**src/rtl/ssd_pkg.sv**
```systemverilog
// Shared constants and types for the segment-to-segment distance unit.
package ssd_pkg;

  localparam int COORD_BITS_DEF = 16;
  localparam int FRAC_BITS_DEF  = 8;
  localparam int FIELD_W        = COORD_BITS_DEF;
  localparam int NUM_FIELDS     = 8;
  localparam int IN_TDATA_W     = FIELD_W * NUM_FIELDS;
  localparam int DIST_W         = 25;
  localparam int OUT_TDATA_W    = 32;
  localparam int NUM_CAND       = 4;

  // Per-candidate flags feeding the touch test.
  typedef struct packed {
    logic cz;     // cross product is zero
    logic cpos;   // cross product is positive
    logic cneg;   // cross product is negative
    logic inbox;  // point lies in the segment's bounding box
  } ssd_flags_t;

endpackage

```
**src/rtl/ssd_sqrt_cell.sv**
```systemverilog
// One integer square-root cell: takes two radicand bits and yields one root bit.
module ssd_sqrt_cell #(
  parameter int QB = 2 * ssd_pkg::COORD_BITS_DEF + 2 + 2 * ssd_pkg::FRAC_BITS_DEF,
  parameter int RB = ssd_pkg::COORD_BITS_DEF + 1 + ssd_pkg::FRAC_BITS_DEF
) (
  input  logic          clk,
  input  logic          en,
  input  logic [RB:0]   rem_in,
  input  logic [QB-1:0] rad_in,
  input  logic [RB-1:0] root_in,
  output logic [RB:0]   rem_out,
  output logic [QB-1:0] rad_out,
  output logic [RB-1:0] root_out
);

  logic [RB+2:0] r2, trial;
  logic          ge;

  assign r2    = {rem_in, rad_in[QB-1:QB-2]};
  assign trial = (RB+3)'({root_in, 2'b01});
  assign ge    = (r2 >= trial);

  always_ff @(posedge clk) begin
    if (en) begin
      rem_out  <= ge ? (RB+1)'(r2 - trial) : (RB+1)'(r2);
      rad_out  <= {rad_in[QB-3:0], 2'b00};
      root_out <= {root_in[RB-2:0], ge};
    end
  end

endmodule

```
**config.mk**
```make
export PLATFORM = sky130hd
export DESIGN_NAME = ssd_sqrt_cell
export DESIGN_NICKNAME = d
export VERILOG_FILES = /design/src/rtl/ssd_pkg.sv /design/src/rtl/ssd_sqrt_cell.sv
export SDC_FILE = /design/constraint.sdc
export NUM_CORES = 1
export LEC_CHECK = 0
export ABC_CLOCK_PERIOD_IN_PS = 9320
export BUFFER_PORTS_ARGS = -buffer_cell sky130_fd_sc_hd__buf_2
export CAP_MARGIN = 15
export CORE_ASPECT_RATIO = 0.9
export CORE_MARGIN = 5
export CORE_UTILIZATION = 46
export DETAILED_ROUTE_END_ITERATION = 16
export PLACE_DENSITY_LB_ADDON = 0.15
export SLEW_MARGIN = 10
export SYNTH_ARGS = -nofsm -noshare
export SYNTH_HDL_FRONTEND = slang
export SYNTH_SLANG_ARGS = --single-unit
```
**constraint.sdc**
```tcl
create_clock -name clk -period 9.32 [get_ports clk]
set_input_delay 1.398 -clock clk [delete_from_list [all_inputs] [get_ports clk]]
set_output_delay 1.398 -clock clk [all_outputs]
set_load 0.01 [all_outputs]
```
==> results of run 1 <==
report_power, final:
part	internal [uW]	switching (uW)
Sequential	544	10.1
Combinational	106	126
Clock	188	174
metal layers:
layer | up-vias | global-route usage [%] | share of wire (%)
met4 | 0 | 4.67 | 1.2
met2 | 150 | 28.5 | 47
met3 | 10 | 5.92 | 11
met5 | - | 0 | 0
met1 | 1613 | 21.8 | 41
li1 | 1707 | - | -
cell type report:
cell class | instances | area (um^2) | share of cell area, %
Sequential cell | 99 | 2970 | 48.1
Multi-Input combinational cell | 203 | 1620 | 26.2
Timing Repair Buffer | 202 | 1020 | 16.4
Clock buffer | 10 | 229 | 3.70
Tap cell | 129 | 161 | 2.61
Inverter | 33 | 124 | 2.00
Clock inverter | 6 | 57.6 | 0.931
Antenna cell | 1 | 2.50 | 0.0405
logic make-up after synthesis:
family,count (synthesis)
flip-flops,99
buffers and inverters,40
adder cells (fa/ha/maj),27
other,1
AO/OA/AOI/OAI,72
multiplexers,26
XOR/XNOR,19
AND/OR/NAND/NOR,57
through the flow:
stage / setup slack (ps) / instances / power (uW) / cell area (um^2)
floorplan: 5240 / 342 / 701 / 4760
global placement: 4550 / 666 / 792 / 5900
detailed placement: 4390 / 666 / 798 / 5900
CTS: 4750 / 682 / 1160 / 6180
global route: 4520 / 683 / 1200 / 6180
finish: 4830 / 683 / 1150 / 6180
worst max path at each step:
stage	endpoint	slack, ps	cells past startpoint
finish	rem_out[16]$_DFFE_PP_	4830	11
global route	rem_out[16]$_DFFE_PP_	4520	12
CTS	rem_out[16]$_DFFE_PP_	4750	11
detailed placement	rem_out[16]$_DFFE_PP_	4390	11
global placement	rem_out[16]$_DFFE_PP_	4550	11
floorplan	rem_out[19]$_DFFE_PP_	5240	12
Yosys cell counts, types with 3 or more instances:
master / n
edfxtp_1: 99
inv_1: 33
ha_1: 27
mux2_2: 23
a21oi_1: 22
nor2_1: 16
nand2_1: 13
xnor2_1: 13
o21ai_0: 10
a21o_1: 7
xor2_1: 6
buf_4: 5
nor3_1: 5
a2111oi_0: 4
nand3_1: 4
nor2b_1: 4
a211o_1: 3
mux2i_1: 3
nand2b_1: 3
o21a_1: 3
worst max-delay path: stages:
cell,delay (ps)
buf_2,100
ha_1,350
nor2b_1,150
o21ai_0,150
nand2b_1,140
a21oi_2,240
o21ai_1,200
a211oi_2,320
a21oi_1,150
a41oi_4,930
mux2_2,430
state kept, by name (all words and copies together), names as in the netlist:
| signal | cells |
|---|---|
| rad_out | 48 |
| rem_out | 26 |
| root_out | 25 |
==> results by group, run 1 <==
Route
  • Number of nets still failing antenna checks after routing: 0
  • DR pass1 iterations: 4
  • Total number of vias: approximately 3500
  • 1st-iter DRT viols: 281
  • Residual DRC count: 0
  • WL final: ~11000 um
  • Drt wl/cell: 16.6 um
  • Vias/cell: 5.10

Timing
  • Slew HR: between 20% and 30%
  • Highest Clock Rate: around 220 MHz
  • Worst-Margin Slew: roughly 1100 ps
  • Hold WS: 1240 ps
  • Period utilization: between 40% and 50%
  • Unrepaired setup endpoints after global routing: false
  • Final Hold Vio Count: 0
  • Setup TNS: 0 ps
  • Post-route minimum period: 4490 ps
  • # setup viols final: 0
  • Max Slew Vio Count: 0

Logic synthesis
  • Post-synth top area cell: edfxtp_1
  • Post-synthesis mux area share: 6.07%
  • Simple-gate share of the synthesized area: under 10%
  • Post-synth cell types: 53
  • Number of synthesized flops with an enable pin: about 100
  • Post-synthesis register bit count: between 90 and 100
  • Register area share after synthesis: a little over three fifths
  • Mapped Cells: between 300 and 400
  • Post-Synth Adder-Cell Area: just over 7%
  • Synth Area in Compound Gates: 11.1%
  • Synthesis Warnings: 0
  • Avg Inst Size Synth: about 14 um^2
  • Async set or reset register ratio after synthesis: 0%
  • Area contributors post-synth: edfxtp_1, ha_1, mux2_2, inv_1, xnor2_1
  • Largest family of logic cells by synthesized area: compound AO/OA/AOI/OAI gates
  • Mapped Area: 0.00476 mm^2
  • Dominant synthesized flop cell: edfxtp_1
  • Synth top area share: a little over three fifths
  • Synth Area in XOR/XNOR: between 3 and 4%

Worst setup path
  • CP max FO: 27
  • Critical Path Source: rem_in[0]
  • Crit path capture type: flop
  • Crit path launch type: input port
  • Critical path arrival: 4570 ps
  • Critical Setup Path Class: input port to flop
  • Critical Path RT: ~9400 ps

Clocking
  • Post-cts sizing count: 0
  • CTS H-tree lvls: 3
  • Clock sink count: between 90 and 100
  • CTS Buf Count: 9
  • Setup Fix Bufs, Post-CTS: 0
  • Hold_buf cts: 0
  • Longest Clk Path Bufs: 2
  • CTS tree: yes
  • Worst-path clk slew: ~70 ps
  • Clock Tree Root: clkbuf_16

Cells and area
  • Post-layout net count: just under 700
  • Share of layout cells above drive strength 1: approximately 45%
  • Commonest non-fill, non-tap cell in the layout: buf_2
  • Fillers: ~840
  • Commonest cells after routing, fill and taps aside: buf_2, edfxtp_1, inv_1
  • Final core utilization: 60.9%
  • Synth-to-Final Area Change: 29.9%

Hold path
  • HP Class: input port to flop
  • Worst hold start: rad_in[3]
  • WHS Path Cells: 1
  • Hold Path End: rad_out[5]$_DFFE_PP_

Pwr
  • Pwr/cell area: roughly 190 mW/mm^2
  • Worst VDD drop: ~110 uV
  • LEAKAGE: approximately 0.0027 uW

Floorplanning
  • Core Rows: 35
  • Initial Util: 46.9%
  • Die H: roughly 110 um
  • Core area: 0.0102 mm^2
  • IO Pins: around 200
  • Die X-Extent: between 100 and 150 um
  • Die area: 0.0125 mm^2

Global routing
  • Grt ovf: 0
  • Largest net degree at the start of global routing: a little under 60
  • Vias in the first global route: between 3000 and 4000
  • Initial antenna violation count: 1
  • Total global-route track usage: 17.4%
  • First-pass GRT wire length: about 17000 um

Placement
  • HPWL after detailed placement: 8690 um
  • Gpl congestion: around 0.8
  • Port buffer count: around 200

Outcome
  • Status: completed

Job
  • Total of max-cap violations: 0
No activity file was read; power rests on OpenSTA's default activity.
==> run 2, diff against run 1 <==
--- a/config.mk
+++ b/config.mk
@@ -5,12 +5,13 @@
 export SDC_FILE = /design/constraint.sdc
 export NUM_CORES = 1
 export LEC_CHECK = 0
-export ABC_CLOCK_PERIOD_IN_PS = 9320
+export ABC_AREA = 1
+export ABC_CLOCK_PERIOD_IN_PS = 4100
 export BUFFER_PORTS_ARGS = -buffer_cell sky130_fd_sc_hd__buf_2
 export CAP_MARGIN = 15
 export CORE_ASPECT_RATIO = 0.9
 export CORE_MARGIN = 5
-export CORE_UTILIZATION = 46
+export CORE_UTILIZATION = 45
 export DETAILED_ROUTE_END_ITERATION = 16
 export PLACE_DENSITY_LB_ADDON = 0.15
 export SLEW_MARGIN = 10
==> constraint.sdc (replaced) <==
create_clock -name clk -period 4.1 [get_ports clk]
set_input_delay 0.615 -clock clk [delete_from_list [all_inputs] [get_ports clk]]
set_output_delay 0.615 -clock clk [all_outputs]
set_load 0.01 [all_outputs]
==> results by group, run 2 <==
Pwr
  • Sequential power share: 47.6% (-0.6 points)
  • Overall Power: 2630 uW (+130%)
  • P_sw: 762 uW (+150%)
  • Internal power: 1870 uW (+120%)
  • Sw frac: 29.0% (+2.0 points)
  • Combinational share of power: 21.4% (+1.2 points)
  • Worst VDD drop: 213 uV (+88%)
  • Pwr/cell area: 383 mW/mm^2 (+110%)
  • Power share of the clock group: 31.0% (-0.5 points)
  • LEAKAGE: 0.00360 uW (+31%)

Clocking
  • Worst-path clk slew: 70 ps (about the same)
  • CTS Buf Count: 9 (unchanged)
  • CTS tree: yes
  • Clock Tree Root: clkbuf_16
  • Post-cts sizing count: 0 (unchanged)
  • CTS H-tree lvls: 3 (unchanged)
  • Longest Clk Path Bufs: 2 (unchanged)
  • Setup Fix Bufs, Post-CTS: 0 (unchanged)
  • Hold_buf cts: 0 (unchanged)
  • Clock sink count: 99 (unchanged)

Cells and area
  • Synth-to-Final Area Change: 27.1%
  • Biggest register: rad_out
  • Commonest non-fill, non-tap cell in the layout: nand2_1
  • Max reg flops: 48 (unchanged)
  • N_diodes: 0 (-1)
  • Post-layout net count: 942 (+39%)
  • Largest registers: rad_out (48), rem_out (26), root_out (25)
  • Fillers: 1135 (+35%)
  • Share of layout cells above drive strength 1: 28.2% (-17 points)
  • Commonest cells after routing, fill and taps aside: nand2_1, buf_2, inv_1
  • Final core utilization: 57.6% (-3.3 points)

Floorplanning
  • Die X-Extent: 126 um (+7.1%)
  • Initial Util: 45.3% (-1.5 points)
  • Core Rows: 38 (+8.6%)
  • Die H: 114 um (+7.0%)
  • Core area: 0.0119 mm^2 (+17%)
  • Die area: 0.0143 mm^2 (+15%)
  • IO Pins: 204 (unchanged)

Route
  • Vias/cell: 4.67 (-8.3%)
  • Met3 wire len: 1060 um (-14%)
  • Number of nets still failing antenna checks after routing: 0 (unchanged)
  • DR pass1 iterations: 5 (+1)
  • Residual DRC count: 0 (unchanged)
  • WL met2: 6780 um (+27%)
  • WL final: 14200 um (+25%)
  • M1 wire length: 6250 um (+36%)
  • Total number of vias: 4563 (+31%)
  • Drt wl/cell: 14.5 um (-12%)
  • 1st-iter DRT viols: 208 (-26%)
  • Highest routed layer: met4

Global routing
  • Total global-route track usage: 19.7% (+2.4 points)
  • Initial antenna violation count: 0 (-1)
  • Vias in the first global route: 4534 (+32%)
  • Largest net degree at the start of global routing: 89 (+53%)
  • First-pass GRT wire length: 22700 um (+32%)
  • Grt ovf: 0 (unchanged)

Worst setup path
  • CP delay by family, top: simple AND/OR/NAND/NOR gates
  • CP cell instances: buf_2, ha_1, nand3_1, nand3_1, nand2_1, nand3_2, nand2_2, nand3_2, buf_4, nand2_1, o21ai_0
  • Crit path launch type: input port
  • Bufs and invs on worst path: 2 (+1)
  • Max stage delay cell, worst path: nand3_2
  • Crit path capture type: flop
  • CP peak stage delay: 400 ps (-530 ps)
  • CP max FO: 25 (-7.4%)
  • Critical path arrival: 2870 ps (-1700 ps)
  • Critical Setup Path Class: input port to flop
  • Critical Path RT: 4190 ps (-5210 ps)

Timing
  • Final Hold Vio Count: 0 (unchanged)
  • Worst-Margin Slew: 1110 ps (+5.31 ps)
  • Setup TNS: 0 ps (unchanged)
  • Unrepaired setup endpoints after global routing: false
  • Max Slew Vio Count: 0 (unchanged)
  • Slew HR: 26.3% (-0.12 points)
  • Final worst slack: 1310 ps (-3520 ps)
  • Post-route minimum period: 2790 ps
  • Highest Clock Rate: 359 MHz
  • # setup viols final: 0 (unchanged)
  • Period utilization: about 68%

Placement
  • Port buffer count: 201 (unchanged)
  • Gpl congestion: 0.867 (+8.5%)
  • HPWL after detailed placement: 11400 um (+31%)
  • Place WS: 963 ps (-3430 ps)

Outcome
  • Status: completed

Logic synthesis
  • Synthesis Warnings: 0 (unchanged)
  • Post-synth top area cell: edfxtp_1
  • Mapped Cells: 605 (+77%)
  • Avg Inst Size Synth: 8.94 um^2 (-36%)
  • Async set or reset register ratio after synthesis: 0% (unchanged)
  • Register area share after synthesis: 55.0% (-7.5 points)
  • Synth top area share: 55.0% (-7.5 points)
  • Mapped Area: 0.00541 mm^2 (+14%)
  • Dominant synthesized flop cell: edfxtp_1
  • Number of synthesized flops with an enable pin: 99 (unchanged)
  • Most common cell in the netlist: nand2_1
  • Post-synthesis register bit count: 99 (unchanged)
  • Post-synth cell types: 27 (-49%)
  • Area contributors post-synth: edfxtp_1, nand2_1, inv_1, ha_1, nand3_1
  • Commonest cells in the netlist: nand2_1, inv_1, edfxtp_1

Hold path
  • HP Class: input port to flop
  • Worst hold start: rad_in[14]
  • Hold Path End: rad_out[16]$_DFFE_PP_
  • WHS Path Cells: 1 (unchanged)

Job
  • Total of max-cap violations: 0 (unchanged)
[run 2: changes by cell type after synthesis, moves of 13 or more]
cell / before / now
nand2_1: 13 / 206
nor2_1: 16 / 29
nand3_1: 4 / 27
nand4_1: 2 / 20
mux2_2: 23 / 0
inv_1: 33 / 127
[run 2: worst max-delay path by stage]
stage | start | endpoint | slack (ps) | cells past startpoint
6_report | rem_in[0] | rem_out[10]$_DFFE_PP_ | 1310 | 11
5_1_grt | root_in[15] | rem_out[14]$_DFFE_PP_ | 1030 | 11
4_1_cts | root_in[17] | rem_out[10]$_DFFE_PP_ | 1320 | 11
3_5_place_dp | rem_in[0] | rem_out[10]$_DFFE_PP_ | 960 | 11
3_3_place_gp | root_in[15] | rem_out[14]$_DFFE_PP_ | 1000 | 11
2_1_floorplan | root_in[12] | rem_out[22]$_DFFE_PP_ | 1830 | 14
[run 2: per-layer routing]
layer	vias to the layer above	GRT usage (%)
li1	2336	-
met1	2063	25.2
met2	156	34.0
met3	8	5.76
met4	0	3.18
met5	-	0
[run 2: power by group through the flow]
stage	clock network [uW]	logic, uW	registers [uW]
final	815	563	1250
after global routing	885	637	1260
after CTS	842	570	1250
after detailed placement	0	567	1280
after global placement	0	562	1270
after floorplan	0	267	1340
[run 2: area by class of cell]
type                    count  area, um^2  share of cell area (%)
multi-input cells         370        1900                    27.6
clock inverters             7        61.3                   0.892
clock buffers               9         225                    3.28
flip-flops and latches     99        2970                    43.3
repair buffers            205        1040                    15.1
inverters                 127         477                    6.94
well taps                 160         200                    2.91
[run 2: kinds of logic (layout without fill, tap and decap cells)]
| kind of cell | Yosys count | after routing | synth area share (%) |
|---|---|---|---|
| and+or+nand+nor | 297 | 297 | 23.4 |
| AOI/OAI and AO/OA | 31 | 31 | 3.22 |
| adders and majority gates | 27 | 27 | 6.25 |
| buffers and inverters | 137 | 348 | 10.0 |
| other | 1 | 2 | 0.0693 |
| DFF | 99 | 99 | 55.0 |
| xor gates and xnor gates | 13 | 13 | 2.11 |
[run 2: per-stage QoR]
stage | cells | area, um^2 | hold WS [ps]
3_5_place_dp | 961 | 6590 | 794
5_1_grt | 977 | 6870 | 424
6_report | 977 | 6870 | 441
2_1_floorplan | 606 | 5410 | 714
4_1_cts | 977 | 6870 | 428
3_3_place_gp | 961 | 6590 | 792
==> run 3, diff against run 2 <==
--- a/config.mk
+++ b/config.mk
@@ -6,7 +6,7 @@
 export NUM_CORES = 1
 export LEC_CHECK = 0
 export ABC_AREA = 1
-export ABC_CLOCK_PERIOD_IN_PS = 4100
+export ABC_CLOCK_PERIOD_IN_PS = 2400
 export BUFFER_PORTS_ARGS = -buffer_cell sky130_fd_sc_hd__buf_2
 export CAP_MARGIN = 15
 export CORE_ASPECT_RATIO = 0.9
==> constraint.sdc (replaced) <==
create_clock -name clk -period 2.4 [get_ports clk]
set_input_delay 0.36 -clock clk [delete_from_list [all_inputs] [get_ports clk]]
set_output_delay 0.36 -clock clk [all_outputs]
set_load 0.01 [all_outputs]
==> results by group, run 3 (synthesized netlist as in run 2, its figures left out) <==
Floorplanning
  • IO Pins: 204 (unchanged)
  • Core area: 0.0119 mm^2 (unchanged)
  • Die X-Extent: 126 um (unchanged)
  • Initial Util: 45.3% (unchanged)
  • Die area: 0.0143 mm^2 (unchanged)
  • Die H: 114 um (unchanged)
  • Core Rows: 38 (unchanged)

Pwr
  • LEAKAGE: 0.00364 uW (+1.3%)
  • Pwr/cell area: 652 mW/mm^2 (+70%)
  • Worst VDD drop: 397 uV (+87%)

Route
  • WL met2: 6810 um (+0.38%)
  • WL final: 14400 um (+1.2%)
  • M1 wire length: 6330 um (+1.2%)
  • Met3 wire len: 1040 um (-1.9%)
  • Highest routed layer: met4
  • Drt wl/cell: 14.6 um (+0.56%)
  • DR pass1 iterations: 4 (-1)
  • Number of nets still failing antenna checks after routing: 0 (unchanged)
  • 1st-iter DRT viols: 207 (-0.48%)
  • Total number of vias: 4573 (+0.22%)
  • Vias/cell: 4.65 (-0.39%)
  • Residual DRC count: 0 (unchanged)

Cells and area
  • Max reg flops: 48 (unchanged)
  • Design Area, Final: 0.00695 mm^2 (+1.1%)
  • Synth-to-Final Area Change: 28.5%
  • Commonest non-fill, non-tap cell in the layout: nand2_1
  • Commonest cells after routing, fill and taps aside: nand2_1, buf_2, inv_1
  • Biggest register: rad_out
  • Post-layout net count: 948 (+0.64%)
  • N_diodes: 0 (unchanged)
  • Largest registers: rad_out (48), rem_out (26), root_out (25)
  • Share of layout cells above drive strength 1: 28.8% (+0.65 points)

Clocking
  • CTS Buf Count: 9 (unchanged)
  • Setup Fix Bufs, Post-CTS: 0 (unchanged)
  • Clock sink count: 99 (unchanged)
  • Clock Tree Root: clkbuf_16
  • CTS tree: yes
  • Hold_buf cts: 0 (unchanged)
  • Longest Clk Path Bufs: 2 (unchanged)
  • Post-cts sizing count: 0 (unchanged)
  • Worst-path clk slew: 70 ps (about the same)
  • CTS H-tree lvls: 3 (unchanged)

Timing
  • Max Slew Vio Count: 0 (unchanged)
  • Period utilization: around 81%
  • Highest Clock Rate: approximately 500 MHz
  • Final worst slack: 451 ps (-863 ps)
  • Post-route minimum period: about 1900 ps
  • Final Hold Vio Count: 0 (unchanged)
  • Unrepaired setup endpoints after global routing: false
  • Setup TNS: 0 ps (unchanged)
  • # setup viols final: 0 (unchanged)

Worst setup path
  • Crit path launch type: input port
  • CP peak stage delay: 370 ps (-30 ps)
  • CP cell instances: buf_2, ha_1, nand2_1, nor2_4, nand2_1, nor3_2, nand3_2, nand3_2, buf_12, o21ai_0
  • Critical path depth: 10 (-1)
  • Max stage delay cell, worst path: ha_1
  • Critical Path RT: 2490 ps (-1700 ps)
  • Crit path capture type: flop
  • Critical Setup Path Class: input port to flop
  • Critical path arrival: 2040 ps (-830 ps)
  • CP delay by family, top: simple AND/OR/NAND/NOR gates
  • Bufs and invs on worst path: 2 (unchanged)
  • CP max FO: 38 (+52%)

Global routing
  • First-pass GRT wire length: 22900 um (+0.79%)
  • Total global-route track usage: 20.2% (+0.47 points)
  • Vias in the first global route: 4511 (-0.51%)
  • Largest net degree at the start of global routing: 64 (-28%)
  • Grt ovf: 0 (unchanged)
  • Initial antenna violation count: 0 (unchanged)

Placement
  • Area post-placement: 0.00666 mm^2 (+1.1%)
  • Place WS: 48.6 ps (-914 ps)
  • HPWL after detailed placement: 11700 um (+2.8%)
  • Port buffer count: 201 (unchanged)
  • Gpl congestion: 0.915 (+5.5%)

Job
  • Total of max-cap violations: 0 (unchanged)

Hold path
  • WHS Path Cells: 1 (unchanged)
  • HP Class: input port to flop

Outcome
  • Status: completed
-- run 3: cell count changes in the layout (fill, tap and decap cells not counted) --
cell and change:
buf_4 +4, buf_12 +2, clkinv_1 -1, clkinv_4 +1, clkinvlp_4 -1, inv_6 +1
-- run 3: worst paths after layout --
kind / from / endpoint / slack [ps]
worst max-delay path: rem_in[11] / rem_out[6]$_DFFE_PP_ / 450
worst min-delay path: rad_in[8] / rad_out[10]$_DFFE_PP_ / 190
-- run 3: routing by layer --
layer | global-route usage (%) | vias up
li1 | - | 2361
met1 | 25.4 | 2035
met2 | 35.0 | 161
met3 | 5.85 | 16
met4 | 4.12 | 0
met5 | 0 | -
-- run 3: per-stage QoR --
| step | power [uW] | cells | hold WS, ps | util, % |
|---|---|---|---|---|
| after floorplan | 2740 | 606 | 459 | - |
| after global placement | 3150 | 967 | 537 | 55.8 |
| after detailed placement | 3170 | 967 | 538 | 55.8 |
| after CTS | 4590 | 983 | 174 | 58.2 |
| after global routing | 4800 | 983 | 167 | 58.2 |
| final | 4530 | 983 | 186 | 58.2 |
-- run 3: cell type report --
cell class	count	area, um^2
fill	1125	4980
inverter	127	477
multi-input combinational	370	1900
timing repair buffer	211	1110
clock inverter	7	67.6
sequential	99	2970
clock buffer	9	225
tap	160	200
-- run 3: report_power, final --
part / leakage [uW] / switching [uW] / internal (uW)
combinational: 0.00253 / 596 / 379
clock: 0.000145 / 685 / 731
sequential: 0.000968 / 36.7 / 2100
